### config.mk
export PLATFORM = sky130hd
export DESIGN_NAME = impedance_torque_limiter_core_flat
export DESIGN_NICKNAME = d
export VERILOG_FILES = /design/src/sv/itl_pkg.sv /design/src/sv/itl_if.sv /design/src/sv/itl_mac.sv /design/src/sv/itl_div.sv /design/src/sv/impedance_torque_limiter_core.sv /design/src/flat_wrapper.sv
export SDC_FILE = /design/constraint.sdc
export NUM_CORES = 2
export LEC_CHECK = 0
export ABC_AREA = 1
export BUFFER_PORTS_ARGS = -buffer_cell sky130_fd_sc_hd__buf_4
export CORE_ASPECT_RATIO = 1.2
export CORE_MARGIN = 4
export CORE_UTILIZATION = 45
export DETAILED_ROUTE_END_ITERATION = 16
export HOLD_SLACK_MARGIN = 0.12
export PLACE_DENSITY = 0.67
export SYNTH_ARGS = -nofsm -noshare
export SYNTH_HDL_FRONTEND = slang
export SYNTH_SLANG_ARGS = --single-unit
### constraint.sdc
create_clock -name clk -period 10.95 [get_ports clk]
set_input_delay 0 -clock clk [delete_from_list [all_inputs] [get_ports clk]]
set_output_delay 0 -clock clk [all_outputs]
set_load 0.01 [all_outputs]
### src/sv/itl_pkg.sv
`timescale 1ns / 1ps
// shared types and constants of the impedance torque limiter
package itl_pkg;

	// fixed point layout
	localparam int unsigned FRAC_W = 16;
	localparam int unsigned MAG_W = 33;
	localparam int unsigned MUL_B_W = 17;
	localparam int unsigned ACC_W = 66;
	localparam int unsigned T_LSB = FRAC_W;
	localparam int unsigned T_MSB = FRAC_W + 31;
	localparam int unsigned SCALE_W = 17;
	localparam int unsigned QUOT_W = 16;
	localparam int unsigned DIV_CNT_W = 5;
	localparam int unsigned MASK_W = 16;
	localparam int unsigned SLOT_W = 4;

	localparam logic [SCALE_W-1:0] SCALE_ONE = 17'h10000;
	localparam logic [FRAC_W-1:0] ROUND_HALF = 16'h8000;
	localparam logic [7:0] MOTOR_ENABLED = 8'd1;

	// result error codes
	typedef enum logic [1:0] {
		ERR_OK        = 2'd0,
		ERR_MOTOR_OFF = 2'd1,
		ERR_OVERFLOW  = 2'd2,
		ERR_JOINTS    = 2'd3
	} itl_err_t;

	// multiply-accumulate operations
	typedef enum logic [1:0] {
		MAC_NOP  = 2'd0,
		MAC_LOAD = 2'd1,
		MAC_ACC  = 2'd2,
		MAC_MUL  = 2'd3
	} itl_mac_op_t;

	typedef struct packed {
		itl_mac_op_t op;
		logic        neg;
		logic        sh;
	} itl_mac_ctl_t;

	typedef struct packed {
		logic busy;
		logic done;
	} itl_div_stat_t;

endpackage

### src/sv/itl_if.sv
`timescale 1ns / 1ps
// channel interfaces of the impedance torque limiter

interface itl_cmd_if;
	logic               valid;
	logic               ready;
	logic [30:0]        joint_torque_limit;
	logic signed [31:0] pos_target;
	logic signed [31:0] vel_target;
	logic [30:0]        stiffness;
	logic [30:0]        damping;
	logic signed [31:0] ff_torque;
	logic signed [31:0] measured_position;
	logic signed [31:0] measured_velocity;
	logic [7:0]         motor_status;
	logic               degraded;
	logic               last_joint;

	modport source (
		output valid, joint_torque_limit, pos_target, vel_target, stiffness,
			damping, ff_torque, measured_position, measured_velocity,
			motor_status, degraded, last_joint,
		input ready
	);
	modport sink (
		input valid, joint_torque_limit, pos_target, vel_target, stiffness,
			damping, ff_torque, measured_position, measured_velocity,
			motor_status, degraded, last_joint,
		output ready
	);
endinterface

interface itl_res_if;
	logic               valid;
	logic               ready;
	logic [30:0]        stiffness_out;
	logic [30:0]        damping_out;
	logic signed [31:0] feedforward_out;
	logic signed [31:0] req_torque;
	logic signed [31:0] applied_torque;
	logic [16:0]        gain_scale;
	logic               torque_limited;
	logic [3:0]         joint_slot;
	logic [1:0]         error_code;
	logic [15:0]        limited_mask;
	logic [31:0]        act_count;
	logic               cycle_end;

	modport source (
		output valid, stiffness_out, damping_out, feedforward_out, req_torque,
			applied_torque, gain_scale, torque_limited, joint_slot, error_code,
			limited_mask, act_count, cycle_end,
		input ready
	);
	modport sink (
		input valid, stiffness_out, damping_out, feedforward_out, req_torque,
			applied_torque, gain_scale, torque_limited, joint_slot, error_code,
			limited_mask, act_count, cycle_end,
		output ready
	);
endinterface

interface itl_cfg_if;
	logic valid;
	logic ready;
	logic limiter_enabled;

	modport source (output valid, limiter_enabled, input ready);
	modport sink (input valid, limiter_enabled, output ready);
endinterface

### src/sv/itl_mac.sv
`timescale 1ns / 1ps
// shared 33x17 multiply-accumulate unit with a signed 66-bit accumulator
module itl_mac import itl_pkg::*; (
	input  logic               clk,
	input  logic               arst_n,
	input  itl_mac_ctl_t       ctl,
	input  logic [MAG_W-1:0]   op_a,
	input  logic [MUL_B_W-1:0] op_b,
	input  logic [ACC_W-1:0]   load_val,
	output logic [ACC_W-1:0]   acc
);

	logic [MAG_W+MUL_B_W-1:0] prod;
	logic [ACC_W-1:0]         term_u;
	logic [ACC_W-1:0]         term_sh;
	logic [ACC_W-1:0]         term_s;
	logic [ACC_W-1:0]         acc_q;

	// product, optional upper-half shift, optional negation
	always_comb begin
		prod    = op_a * op_b;
		term_u  = ACC_W'(prod);
		term_sh = ctl.sh ? (term_u << FRAC_W) : term_u;
		term_s  = ctl.neg ? (~term_sh + ACC_W'(1)) : term_sh;
	end

	// accumulator
	always_ff @(posedge clk or negedge arst_n) begin
		if (!arst_n) begin
			acc_q <= '0;
		end else begin
			unique case (ctl.op)
				MAC_NOP:  acc_q <= acc_q;
				MAC_LOAD: acc_q <= load_val;
				MAC_ACC:  acc_q <= acc_q + term_s;
				MAC_MUL:  acc_q <= term_s;
				default:  acc_q <= acc_q;
			endcase
		end
	end

	assign acc = acc_q;

endmodule

### src/sv/itl_div.sv
`timescale 1ns / 1ps
// radix-2 restoring divider for the Q0.16 scale, one quotient bit per cycle
module itl_div import itl_pkg::*; (
	input  logic              clk,
	input  logic              arst_n,
	input  logic              start,
	input  logic [30:0]       num,
	input  logic [31:0]       den,
	output itl_div_stat_t     stat,
	output logic [QUOT_W-1:0] quot
);

	logic [32:0]          rem_q;
	logic [31:0]          den_q;
	logic [QUOT_W-1:0]    quo_q;
	logic [DIV_CNT_W-1:0] cnt_q;
	logic                 busy_q;
	logic                 done_q;
	logic [32:0]          rem_x2;
	logic                 ge;

	// one trial subtraction
	always_comb begin
		rem_x2 = {rem_q[31:0], 1'b0};
		ge     = (rem_x2 >= {1'b0, den_q});
	end

	// iteration control and datapath
	always_ff @(posedge clk or negedge arst_n) begin
		if (!arst_n) begin
			rem_q  <= '0;
			den_q  <= '0;
			quo_q  <= '0;
			cnt_q  <= '0;
			busy_q <= 1'b0;
			done_q <= 1'b0;
		end else begin
			done_q <= 1'b0;
			if (start) begin
				rem_q  <= {2'b0, num};
				den_q  <= den;
				quo_q  <= '0;
				cnt_q  <= DIV_CNT_W'(QUOT_W);
				busy_q <= 1'b1;
			end else if (busy_q) begin
				rem_q <= ge ? (rem_x2 - {1'b0, den_q}) : rem_x2;
				quo_q <= {quo_q[QUOT_W-2:0], ge};
				cnt_q <= cnt_q - DIV_CNT_W'(1);
				if (cnt_q == DIV_CNT_W'(1)) begin
					busy_q <= 1'b0;
					done_q <= 1'b1;
				end
			end
		end
	end

	assign stat.busy = busy_q;
	assign stat.done = done_q;
	assign quot      = quo_q;

endmodule

### src/sv/impedance_torque_limiter_core.sv
`timescale 1ns / 1ps
// Impedance torque limiter: forms kp*(pt-p)+kd*(vt-v)+ff in Q16.16 for one joint per
// transaction, scales gains by limit/|torque| when the (optionally quartered) limit is
// exceeded, and tracks the joint slot, limited-joint mask and activation count per control
// cycle. One joint is worked at a time: a joint past the joint count, one whose motor is not
// enabled, or one that arrives with the limiter disabled goes straight to hand-off, an
// unlimited or overflowing joint passes the gain products and range check, and a limited one
// also passes the divider and scaled outputs. The shared 33x17 multiply-accumulate unit takes
// two passes per gain product and one per scaled output; the 16-step divider forms the
// scale. The result sits in an output register, so the next joint is taken while the
// previous result waits; a joint finished while that register is still full waits for it.
module impedance_torque_limiter_core import itl_pkg::*; #(
	parameter int unsigned MAX_JOINTS = 16
) (
	input logic      clk,
	input logic      arst_n,
	itl_cfg_if.sink  cfg,
	itl_cmd_if.sink  cmd,
	itl_res_if.source res
);

	localparam int unsigned CNT_W = $clog2(MAX_JOINTS + 1);
	localparam logic [CNT_W-1:0] MAX_CNT = CNT_W'(MAX_JOINTS);

	typedef enum logic [3:0] {
		S_IDLE,
		S_MP_LO,
		S_MP_HI,
		S_MD_LO,
		S_MD_HI,
		S_CHK,
		S_DIV,
		S_SC_KP,
		S_SC_KD,
		S_SC_FF,
		S_SC_T,
		S_SC_END,
		S_DONE
	} state_t;

	state_t state_q;

	// configuration and per-cycle bookkeeping
	logic              enabled_q;
	logic [CNT_W-1:0]  cnt_q;
	logic [MASK_W-1:0] cycle_mask_q;
	logic [31:0]       act_q;
	logic              failed_q;

	// working registers of the current joint
	logic [30:0]  lim_q;
	logic [30:0]  kp_q;
	logic [30:0]  kd_q;
	logic [31:0]  ff_q;
	logic [32:0]  dp_q;
	logic [32:0]  dv_q;
	logic         last_q;
	logic [31:0]  mag_q;
	logic         t_neg_q;
	logic [30:0]  kp_o_q;
	logic [30:0]  kd_o_q;
	logic [31:0]  ff_o_q;
	logic [31:0]  req_q;
	logic [31:0]  app_q;
	logic [SCALE_W-1:0] scale_q;
	logic         limited_q;
	itl_err_t     err_q;

	// result register
	logic               res_valid_q;
	logic [30:0]        res_kp_q;
	logic [30:0]        res_kd_q;
	logic [31:0]        res_ff_q;
	logic [31:0]        res_req_q;
	logic [31:0]        res_app_q;
	logic [SCALE_W-1:0] res_scale_q;
	logic               res_limited_q;
	logic [SLOT_W-1:0]  res_slot_q;
	itl_err_t           res_err_q;
	logic [MASK_W-1:0]  res_mask_q;
	logic [31:0]        res_act_q;
	logic               res_end_q;

	// shared units
	itl_mac_ctl_t       mac_ctl;
	logic [MAG_W-1:0]   mac_a;
	logic [MUL_B_W-1:0] mac_b;
	logic [ACC_W-1:0]   mac_load;
	logic [ACC_W-1:0]   acc;
	logic               div_start;
	itl_div_stat_t      div_stat;
	logic [QUOT_W-1:0]  div_quot;

	// combinational helpers
	logic               accept;
	logic               res_free;
	logic [CNT_W+3:0]   cnt_ext;
	logic [32:0]        dp_mag;
	logic [32:0]        dv_mag;
	logic [32:0]        ff_mag;
	logic [31:0]        t_w;
	logic [31:0]        t_mag;
	logic               t_ovf;
	logic [31:0]        acc_res;
	logic [MASK_W-1:0]  mask_nxt;
	logic               failed_nxt;
	logic [31:0]        act_nxt;

	assign accept   = cmd.valid && cmd.ready;
	assign res_free = !res_valid_q || res.ready;
	assign cmd.ready = (state_q == S_IDLE);
	assign cfg.ready = 1'b1;

	// magnitudes, resultant extraction and bookkeeping update
	always_comb begin
		cnt_ext = {4'b0, cnt_q};
		dp_mag  = dp_q[32] ? (~dp_q + 33'd1) : dp_q;
		dv_mag  = dv_q[32] ? (~dv_q + 33'd1) : dv_q;
		ff_mag  = ff_q[31] ? (~{1'b1, ff_q} + 33'd1) : {1'b0, ff_q};
		t_w     = acc[T_MSB:T_LSB];
		t_mag   = t_w[31] ? (~t_w + 32'd1) : t_w;
		t_ovf   = !((&acc[ACC_W-1:T_MSB]) || !(|acc[ACC_W-1:T_MSB]));
		acc_res = acc[T_MSB:T_LSB];
		mask_nxt = cycle_mask_q;
		if (limited_q && (cnt_ext < (CNT_W+4)'(MASK_W))) begin
			mask_nxt = cycle_mask_q | (MASK_W'(1) << cnt_ext[SLOT_W-1:0]);
		end
		failed_nxt = failed_q || (err_q != ERR_OK);
		act_nxt = act_q;
		if (last_q && !failed_nxt && (mask_nxt != '0)) begin
			act_nxt = act_q + 32'd1;
		end
	end

	// shared unit control
	always_comb begin
		mac_ctl   = '{op: MAC_NOP, neg: 1'b0, sh: 1'b0};
		mac_a     = '0;
		mac_b     = '0;
		mac_load  = {{(ACC_W-32-FRAC_W){cmd.ff_torque[31]}},
			cmd.ff_torque, ROUND_HALF};
		div_start = 1'b0;
		unique case (state_q)
			S_IDLE: begin
				if (accept) mac_ctl.op = MAC_LOAD;
			end
			S_MP_LO: begin
				mac_ctl = '{op: MAC_ACC, neg: dp_q[32], sh: 1'b0};
				mac_a   = dp_mag;
				mac_b   = {1'b0, kp_q[15:0]};
			end
			S_MP_HI: begin
				mac_ctl = '{op: MAC_ACC, neg: dp_q[32], sh: 1'b1};
				mac_a   = dp_mag;
				mac_b   = {2'b0, kp_q[30:16]};
			end
			S_MD_LO: begin
				mac_ctl = '{op: MAC_ACC, neg: dv_q[32], sh: 1'b0};
				mac_a   = dv_mag;
				mac_b   = {1'b0, kd_q[15:0]};
			end
			S_MD_HI: begin
				mac_ctl = '{op: MAC_ACC, neg: dv_q[32], sh: 1'b1};
				mac_a   = dv_mag;
				mac_b   = {2'b0, kd_q[30:16]};
			end
			S_CHK: begin
				div_start = !t_ovf && (t_mag > {1'b0, lim_q});
			end
			S_SC_KP: begin
				mac_ctl.op = MAC_MUL;
				mac_a      = {2'b0, kp_q};
				mac_b      = scale_q;
			end
			S_SC_KD: begin
				mac_ctl.op = MAC_MUL;
				mac_a      = {2'b0, kd_q};
				mac_b      = scale_q;
			end
			S_SC_FF: begin
				mac_ctl.op = MAC_MUL;
				mac_a      = ff_mag;
				mac_b      = scale_q;
			end
			S_SC_T: begin
				mac_ctl.op = MAC_MUL;
				mac_a      = {1'b0, mag_q};
				mac_b      = scale_q;
			end
			S_DIV, S_SC_END, S_DONE: begin
			end
			default: begin
			end
		endcase
	end

	itl_mac u_mac (
		.clk      (clk),
		.arst_n   (arst_n),
		.ctl      (mac_ctl),
		.op_a     (mac_a),
		.op_b     (mac_b),
		.load_val (mac_load),
		.acc      (acc)
	);

	itl_div u_div (
		.clk    (clk),
		.arst_n (arst_n),
		.start  (div_start),
		.num    (lim_q),
		.den    (t_mag),
		.stat   (div_stat),
		.quot   (div_quot)
	);

	// sequencer, bookkeeping and result register
	always_ff @(posedge clk or negedge arst_n) begin
		if (!arst_n) begin
			state_q       <= S_IDLE;
			enabled_q     <= 1'b1;
			cnt_q         <= '0;
			cycle_mask_q  <= '0;
			act_q         <= '0;
			failed_q      <= 1'b0;
			lim_q         <= '0;
			kp_q          <= '0;
			kd_q          <= '0;
			ff_q          <= '0;
			dp_q          <= '0;
			dv_q          <= '0;
			last_q        <= 1'b0;
			mag_q         <= '0;
			t_neg_q       <= 1'b0;
			kp_o_q        <= '0;
			kd_o_q        <= '0;
			ff_o_q        <= '0;
			req_q         <= '0;
			app_q         <= '0;
			scale_q       <= SCALE_ONE;
			limited_q     <= 1'b0;
			err_q         <= ERR_OK;
			res_valid_q   <= 1'b0;
			res_kp_q      <= '0;
			res_kd_q      <= '0;
			res_ff_q      <= '0;
			res_req_q     <= '0;
			res_app_q     <= '0;
			res_scale_q   <= SCALE_ONE;
			res_limited_q <= 1'b0;
			res_slot_q    <= '0;
			res_err_q     <= ERR_OK;
			res_mask_q    <= '0;
			res_act_q     <= '0;
			res_end_q     <= 1'b0;
		end else begin
			if (cfg.valid && cfg.ready) begin
				enabled_q <= cfg.limiter_enabled;
			end
			// result taken while no new one is handed over
			if (res_valid_q && res.ready && (state_q != S_DONE)) begin
				res_valid_q <= 1'b0;
			end

			unique case (state_q)
				// capture the joint and settle the early checks
				S_IDLE: begin
					if (accept) begin
						lim_q   <= cmd.degraded ? {2'b0, cmd.joint_torque_limit[30:2]}
							: cmd.joint_torque_limit;
						kp_q    <= cmd.stiffness;
						kd_q    <= cmd.damping;
						ff_q    <= cmd.ff_torque;
						dp_q    <= {cmd.pos_target[31], cmd.pos_target}
							- {cmd.measured_position[31], cmd.measured_position};
						dv_q    <= {cmd.vel_target[31], cmd.vel_target}
							- {cmd.measured_velocity[31], cmd.measured_velocity};
						last_q  <= cmd.last_joint;
						kp_o_q  <= cmd.stiffness;
						kd_o_q  <= cmd.damping;
						ff_o_q  <= cmd.ff_torque;
						req_q   <= '0;
						app_q   <= '0;
						scale_q <= SCALE_ONE;
						limited_q <= 1'b0;
						priority if (cnt_q >= MAX_CNT) begin
							err_q   <= ERR_JOINTS;
							state_q <= S_DONE;
						end else if (!enabled_q) begin
							err_q   <= ERR_OK;
							state_q <= S_DONE;
						end else if (cmd.motor_status != MOTOR_ENABLED) begin
							err_q   <= ERR_MOTOR_OFF;
							state_q <= S_DONE;
						end else begin
							err_q   <= ERR_OK;
							state_q <= S_MP_LO;
						end
					end
				end
				S_MP_LO: state_q <= S_MP_HI;
				S_MP_HI: state_q <= S_MD_LO;
				S_MD_LO: state_q <= S_MD_HI;
				S_MD_HI: state_q <= S_CHK;
				// range check and limit compare on the rounded resultant
				S_CHK: begin
					if (t_ovf) begin
						err_q   <= ERR_OVERFLOW;
						state_q <= S_DONE;
					end else begin
						req_q   <= t_w;
						app_q   <= t_w;
						mag_q   <= t_mag;
						t_neg_q <= t_w[31];
						state_q <= div_start ? S_DIV : S_DONE;
					end
				end
				S_DIV: begin
					if (div_stat.done) begin
						scale_q <= {1'b0, div_quot};
						state_q <= S_SC_KP;
					end
				end
				S_SC_KP: state_q <= S_SC_KD;
				S_SC_KD: begin
					kp_o_q  <= acc_res[30:0];
					state_q <= S_SC_FF;
				end
				S_SC_FF: begin
					kd_o_q  <= acc_res[30:0];
					state_q <= S_SC_T;
				end
				S_SC_T: begin
					ff_o_q  <= ff_q[31] ? (~acc_res + 32'd1) : acc_res;
					state_q <= S_SC_END;
				end
				S_SC_END: begin
					app_q     <= t_neg_q ? (~acc_res + 32'd1) : acc_res;
					limited_q <= 1'b1;
					state_q   <= S_DONE;
				end
				// hand the result over and advance the cycle bookkeeping
				S_DONE: begin
					if (res_free) begin
						res_valid_q   <= 1'b1;
						res_kp_q      <= kp_o_q;
						res_kd_q      <= kd_o_q;
						res_ff_q      <= ff_o_q;
						res_req_q     <= req_q;
						res_app_q     <= app_q;
						res_scale_q   <= scale_q;
						res_limited_q <= limited_q;
						res_slot_q    <= cnt_ext[SLOT_W-1:0];
						res_err_q     <= err_q;
						res_mask_q    <= mask_nxt;
						res_act_q     <= act_nxt;
						res_end_q     <= last_q;
						act_q         <= act_nxt;
						if (last_q) begin
							cnt_q        <= '0;
							cycle_mask_q <= '0;
							failed_q     <= 1'b0;
						end else begin
							cycle_mask_q <= mask_nxt;
							failed_q     <= failed_nxt;
							if (cnt_q < MAX_CNT) cnt_q <= cnt_q + CNT_W'(1);
						end
						state_q <= S_IDLE;
					end
				end
				default: state_q <= S_IDLE;
			endcase
		end
	end

	// result port
	assign res.valid            = res_valid_q;
	assign res.stiffness_out    = res_kp_q;
	assign res.damping_out      = res_kd_q;
	assign res.feedforward_out  = res_ff_q;
	assign res.req_torque       = res_req_q;
	assign res.applied_torque   = res_app_q;
	assign res.gain_scale       = res_scale_q;
	assign res.torque_limited   = res_limited_q;
	assign res.joint_slot       = res_slot_q;
	assign res.error_code       = res_err_q;
	assign res.limited_mask     = res_mask_q;
	assign res.act_count        = res_act_q;
	assign res.cycle_end        = res_end_q;

	// a limited joint always carries a scale below one
	assert property (@(posedge clk) disable iff (!arst_n)
		res.valid && res.torque_limited |-> res.gain_scale < SCALE_ONE)
		else $error("limited result with full scale");

	// an errored joint is never limited and keeps unit scale
	assert property (@(posedge clk) disable iff (!arst_n)
		res.valid && (res_err_q != ERR_OK) |-> !res.torque_limited
			&& res.gain_scale == SCALE_ONE)
		else $error("errored result carries limiting");

	// the divider is only started when idle
	assert property (@(posedge clk) disable iff (!arst_n)
		div_start |-> !div_stat.busy)
		else $error("divider restarted while busy");

	// the joint counter saturates at the joint count
	assert property (@(posedge clk) disable iff (!arst_n)
		cnt_q <= MAX_CNT)
		else $error("joint counter beyond limit");

	// a new joint never arrives while the divider still runs
	assert property (@(posedge clk) disable iff (!arst_n)
		accept |-> !div_stat.busy && !div_stat.done)
		else $error("joint accepted during division");

endmodule

### src/flat_wrapper.sv
// flat-port wrapper written by rule: the top's interface ports become plain ports
module impedance_torque_limiter_core_flat import itl_pkg::*;
#(
	parameter int unsigned MAX_JOINTS = 16
)
  (clk, arst_n, cfg_valid, cfg_limiter_enabled, cfg_ready, cmd_valid, cmd_joint_torque_limit, cmd_pos_target, cmd_vel_target, cmd_stiffness, cmd_damping, cmd_ff_torque, cmd_measured_position, cmd_measured_velocity, cmd_motor_status, cmd_degraded, cmd_last_joint, cmd_ready, res_valid, res_stiffness_out, res_damping_out, res_feedforward_out, res_req_torque, res_applied_torque, res_gain_scale, res_torque_limited, res_joint_slot, res_error_code, res_limited_mask, res_act_count, res_cycle_end, res_ready);
  itl_cfg_if cfg_i ();
  itl_cmd_if cmd_i ();
  itl_res_if res_i ();
  input logic clk;
  input logic arst_n;
  input wire logic [$bits(cfg_i.valid)-1:0] cfg_valid;
  input wire logic [$bits(cfg_i.limiter_enabled)-1:0] cfg_limiter_enabled;
  output wire logic [$bits(cfg_i.ready)-1:0] cfg_ready;
  input wire logic [$bits(cmd_i.valid)-1:0] cmd_valid;
  input wire logic [$bits(cmd_i.joint_torque_limit)-1:0] cmd_joint_torque_limit;
  input wire logic [$bits(cmd_i.pos_target)-1:0] cmd_pos_target;
  input wire logic [$bits(cmd_i.vel_target)-1:0] cmd_vel_target;
  input wire logic [$bits(cmd_i.stiffness)-1:0] cmd_stiffness;
  input wire logic [$bits(cmd_i.damping)-1:0] cmd_damping;
  input wire logic [$bits(cmd_i.ff_torque)-1:0] cmd_ff_torque;
  input wire logic [$bits(cmd_i.measured_position)-1:0] cmd_measured_position;
  input wire logic [$bits(cmd_i.measured_velocity)-1:0] cmd_measured_velocity;
  input wire logic [$bits(cmd_i.motor_status)-1:0] cmd_motor_status;
  input wire logic [$bits(cmd_i.degraded)-1:0] cmd_degraded;
  input wire logic [$bits(cmd_i.last_joint)-1:0] cmd_last_joint;
  output wire logic [$bits(cmd_i.ready)-1:0] cmd_ready;
  output wire logic [$bits(res_i.valid)-1:0] res_valid;
  output wire logic [$bits(res_i.stiffness_out)-1:0] res_stiffness_out;
  output wire logic [$bits(res_i.damping_out)-1:0] res_damping_out;
  output wire logic [$bits(res_i.feedforward_out)-1:0] res_feedforward_out;
  output wire logic [$bits(res_i.req_torque)-1:0] res_req_torque;
  output wire logic [$bits(res_i.applied_torque)-1:0] res_applied_torque;
  output wire logic [$bits(res_i.gain_scale)-1:0] res_gain_scale;
  output wire logic [$bits(res_i.torque_limited)-1:0] res_torque_limited;
  output wire logic [$bits(res_i.joint_slot)-1:0] res_joint_slot;
  output wire logic [$bits(res_i.error_code)-1:0] res_error_code;
  output wire logic [$bits(res_i.limited_mask)-1:0] res_limited_mask;
  output wire logic [$bits(res_i.act_count)-1:0] res_act_count;
  output wire logic [$bits(res_i.cycle_end)-1:0] res_cycle_end;
  input wire logic [$bits(res_i.ready)-1:0] res_ready;
  assign cfg_i.valid = cfg_valid;
  assign cfg_i.limiter_enabled = cfg_limiter_enabled;
  assign cfg_ready = cfg_i.ready;
  assign cmd_i.valid = cmd_valid;
  assign cmd_i.joint_torque_limit = cmd_joint_torque_limit;
  assign cmd_i.pos_target = cmd_pos_target;
  assign cmd_i.vel_target = cmd_vel_target;
  assign cmd_i.stiffness = cmd_stiffness;
  assign cmd_i.damping = cmd_damping;
  assign cmd_i.ff_torque = cmd_ff_torque;
  assign cmd_i.measured_position = cmd_measured_position;
  assign cmd_i.measured_velocity = cmd_measured_velocity;
  assign cmd_i.motor_status = cmd_motor_status;
  assign cmd_i.degraded = cmd_degraded;
  assign cmd_i.last_joint = cmd_last_joint;
  assign cmd_ready = cmd_i.ready;
  assign res_valid = res_i.valid;
  assign res_stiffness_out = res_i.stiffness_out;
  assign res_damping_out = res_i.damping_out;
  assign res_feedforward_out = res_i.feedforward_out;
  assign res_req_torque = res_i.req_torque;
  assign res_applied_torque = res_i.applied_torque;
  assign res_gain_scale = res_i.gain_scale;
  assign res_torque_limited = res_i.torque_limited;
  assign res_joint_slot = res_i.joint_slot;
  assign res_error_code = res_i.error_code;
  assign res_limited_mask = res_i.limited_mask;
  assign res_act_count = res_i.act_count;
  assign res_cycle_end = res_i.cycle_end;
  assign res_i.ready = res_ready;
  impedance_torque_limiter_core #(.MAX_JOINTS(MAX_JOINTS)) u_core (.clk(clk), .arst_n(arst_n), .cfg(cfg_i), .cmd(cmd_i), .res(res_i));
endmodule
==> impl_metrics.sql <==
INSERT INTO impl_metrics (metric_group, metric, value, unit) VALUES
('setup_path', 'biggest_cell_delay_along_the_critical_path', '0.57', 'ns'),
('drt', 'drt_drc_violations_left', '0', ''),
('drt', 'total_via_count_in_the_routed_design', '76570', ''),
('place', 'quantity_of_i_o_buffers_inserted_on_ports', '501', ''),
('sta', 'finalCritPeriodShare', '99.33', '%'),
('sta', 'slew_violations', '0', ''),
('setup_path', 'start_kind', 'register', ''),
('sta', 'max_freq', '0.09194', 'GHz'),
('floorplan', 'fp.coreArea', '154400', 'sq um'),
('synth', 'post_synth_instance_area', '69850', 'sq um'),
('drt', 'post_drt_via_cell_ratio', '5.573', ''),
('setup_path', 'path_class', 'reg -> reg', ''),
('drt', 'drt_wirelength', '326000', 'um'),
('drt', 'wl_per_instance', '23.73', 'um'),
('place', 'hpwl', '250900', 'um'),
('cts', 'htree_num_levels', '3', ''),
('grt', 'use_met3', '8.003', '%'),
('synth', 'post-synth-top-area-fraction', '29.09', '%'),
('sta', 'slew-limit-headroom', '16.12', '%'),
('setup_path', 'critical_path.most_common_cell', 'sky130_fd_sc_hd__buf_4', ''),
('synth', 'synth_edf_count', '0', ''),
('synth', 'synth_area_leader_cell', 'sky130_fd_sc_hd__dfrtp_1', ''),
('setup_path', 'critPathMaxFanout', '6', ''),
('drt', 'first_iter_violations', '7572', ''),
('setup_path', 'crit_path_top_delay_cell', 'sky130_fd_sc_hd__fa_1', ''),
('grt', 'global_route.usage.total', '39.17', '%'),
('grt', 'overflow', '0', ''),
('grt', 'initial_antenna_violation_count', '22', ''),
('floorplan', 'rows', '158', ''),
('floorplan', 'die_area', '161600', 'sq um'),
('cts', 'cts_num_sinks', '815', ''),
('synth', 'syn-mean-instance-area', '7.217', 'sq um'),
('synth', 'post_synth_inst_count', '9679', ''),
('cts', 'cts_tree', 'built', ''),
('layout', 'fillers', '13530', ''),
('synth', 'ys_ff_latch', '815', ''),
('setup_path', 'worst_setup_path_end_kind', 'register', ''),
('floorplan', 'die_h', '439.6', 'um'),
('sta', 'setup-violations-final', '0', ''),
('layout', 'area_delta_synth_final', '37.59', '%'),
('synth', 'synthTopCellsByArea', 'sky130_fd_sc_hd__dfrtp_1 29%, sky130_fd_sc_hd__nand2_1 14%, sky130_fd_sc_hd__fa_1 13%', ''),
('grt', 'grt_max_degree', '196', ''),
('sta', 'finalCriticalPeriod', '10.88', 'ns'),
('status', 'status', 'finished, final reports clean', ''),
('cts', 'cts_buffers', '85', ''),
('layout', 'fin_util', '62.25', '%'),
('sta', 'clock-skew-final', '0.05132', 'ns'),
('run', 'drv_cap', '0', ''),
('grt', 'use_met2', '63.99', '%'),
('synth', 'post_synth_num_cell_types', '65', ''),
('setup_path', 'reg2reg_depth', '67', ''),
('synth', 'number_of_nets_in_the_synthesized_netlist', '10750', ''),
('drt', 'drt-pass1-iter-count', '8', ''),
('setup_path', 'required', '11.62', 'ns'),
('floorplan', 'chipWidth', '367.7', 'um'),
('sta', 'max_slew.worst_pin.slew', '1.245', 'ns'),
('layout', 'final_nets', '12640', ''),
('layout', 'post_route_cells_drive_above_1_share', '23.95', '%'),
('cts', 'cts.reportedPaths.clkPinSlew', '0.07', 'ns'),
('sta', 'rsz0062_at_grt', 'yes', ''),
('grt', 'top_usage_layer', 'met2', ''),
('floorplan', 'io-pin-count', '503', ''),
('worst_hold_path', 'timing.hold.worst_path_depth', '4', ''),
('cts', 'insertion_delay', '0.74', 'ns'),
('grt', 'use_met1', '44.27', '%'),
('setup_path', 'worst-endpoint-arrival', '11.55', 'ns'),
('grt', 'via_count_of_the_first_global_routing_pass', '75460', ''),
('drt', 'ant_nets_after_route', '0', ''),
('synth', 'yosys_warnings', '0', ''),
('grt', 'global_route_wire_length_before_repair', '473400', 'um'),
('synth', 'primary_ff_master_synth', 'sky130_fd_sc_hd__dfrtp_1', ''),
('cts', 'cts.root.buffer_cell', 'sky130_fd_sc_hd__clkbuf_16', ''),
('cts', 'clk_path_buf_depth', '3', ''),
('sta', 'finalHoldViolations', '0', ''),
('synth', 'synthTopCellsByCount', '2,524 x sky130_fd_sc_hd__nand2_1, 1,704 x sky130_fd_sc_hd__inv_1, 859 x sky130_fd_sc_hd__nor2_1', ''),
('synth', 'most_repeated_cell_in_the_gate_level_netlist_after_synthesis', 'sky130_fd_sc_hd__nand2_1', ''),
('synth', 'sequential_area_share_after_synthesis', '29.20', '%'),
('worst_hold_path', 'worst_hold_path_type', 'in -> reg', ''),
('place', 'gp_routability_congestion', '1.095', ''),
('synth', 'async_flop_share', '100.0', '%'),
('floorplan', 'start_util', '45.24', '%');
[kinds of logic (layout without fill, tap and decap cells)]
family,after synthesis,count (layout),synth area share [%]
other,2,23,0.01075
AND/OR/NAND/NOR,4097,4097,23.98
multiplexers,1,1,0.01433
buffers and inverters,2078,4036,11.26
XOR/XNOR,194,194,2.432
flip-flops,815,815,29.20
adder cells (fa/ha/maj),799,799,19.34
AO/OA/AOI/OAI,1693,1693,13.76
[final timing paths]
kind	startpoint	to	slack, ns
worst min-delay path	cmd_damping[17]	u_core.kd_o_q[17]	0.12
max in group asynchronous	arst_n	u_core.kd_q[7]	8.51
worst min register to register	u_core.res.req_torque[18]	u_core.res.req_torque[18]	0.48
worst max register to register	u_core.ff_q[2]	u_core.u_mac.acc[58]	0.07
min in group asynchronous	arst_n	u_core.scale_q[16]	0.45
worst max-delay path	u_core.ff_q[2]	u_core.u_mac.acc[58]	0.07
[layout by cell type (no fill, tap or decap), types with 64 or more instances in the layout]
cell and instances:
sky130_fd_sc_hd__fa_1 457, sky130_fd_sc_hd__xnor2_1 71, sky130_fd_sc_hd__nand4_1 86, sky130_fd_sc_hd__xor2_1 106, sky130_fd_sc_hd__nor2_1 740, sky130_fd_sc_hd__nand2_2 166, sky130_fd_sc_hd__inv_2 113, sky130_fd_sc_hd__clkbuf_16 86
sky130_fd_sc_hd__nor2_2 75, sky130_fd_sc_hd__ha_1 265, sky130_fd_sc_hd__buf_4 1653, sky130_fd_sc_hd__a31oi_1 78, sky130_fd_sc_hd__dlygate4sd3_1 406, sky130_fd_sc_hd__a21oi_1 370, sky130_fd_sc_hd__o21ai_0 717, sky130_fd_sc_hd__nand2_1 2314
sky130_fd_sc_hd__nand3_1 281, sky130_fd_sc_hd__ha_4 64, sky130_fd_sc_hd__o221ai_1 72, sky130_fd_sc_hd__inv_1 1591, sky130_fd_sc_hd__dfrtp_1 811, sky130_fd_sc_hd__o211ai_1 73, sky130_fd_sc_hd__nor3_1 79
[per-stage QoR]
stage               instance area (sq um)  hold WS (ns)  setup WS, ns  instances    TNS, ns
global route                        96070        0.1549       -0.4372      13720     -6.837
detailed placement                  83670        0.1807       -0.7891      13000     -16.33
finish                              96110        0.1188       0.07288      13740          0
floorplan                           69850       -0.2956         1.101       9679          0
CTS                                 92090        0.1201     -0.002815      13610  -0.002815
global placement                    83670        0.1708       -0.7688      13000     -16.52
[state kept, by name, indices dropped and copies added, names as in the netlist, 32 cells and up]
signal                      count
u_core.act_q                   32
u_core.app_q                   32
u_core.dp_q                    33
u_core.dv_q                    33
u_core.ff_o_q                  32
u_core.ff_q                    32
u_core.mag_q                   32
u_core.req_q                   32
u_core.res.applied_torque      32
u_core.res.feedforward_out     32
u_core.res.req_torque          32
u_core.u_div.den_q             32
u_core.u_div.rem_q             32
u_core.u_mac.acc               66
[final cells by class]
| cell class | instances | area [sq um] | share of cell area, % |
|---|---|---|---|
| diodes | 21 | 52.55 | 0.05468 |
| clock buffers | 120 | 2500 | 2.601 |
| clock inverters | 37 | 461.7 | 0.4804 |
| inverters | 1730 | 6554 | 6.819 |
| multi-input cells | 6786 | 45620 | 47.47 |
| flip-flops and latches | 815 | 20400 | 21.22 |
| well taps | 2080 | 2603 | 2.708 |
| repair buffers | 2149 | 17920 | 18.65 |
[worst max-delay path, delay by kind of cell (launching register included)]
kind	cells	cell delay, ns
flops	1	0.42
xor+xnor	1	0.08
fa+ha+maj	8	3.70
compound gates	6	0.86
simple gates	29	3.20
buf+inv	23	2.51
[routing by layer]
layer  vias to the layer above  routed length (um)
li1                      34430                   -
met1                     36910              114300
met2                      3900              151000
met3                      1307               27010
met4                        20               33540
met5                         -                 127
[what timing repair did]
item | CTS | global route
endpoints found under the hold margin | 468 | 0
gates resized for setup | 262 | 810
endpoints found under the setup margin | 37 | 45
hold buffers | 407 | 0
pin swaps | 74 | 343
buffers inserted | 43 | 110
Power is not shown: default switching activity piles up to over one toggle a cycle in this logic, so the estimate is an artifact.
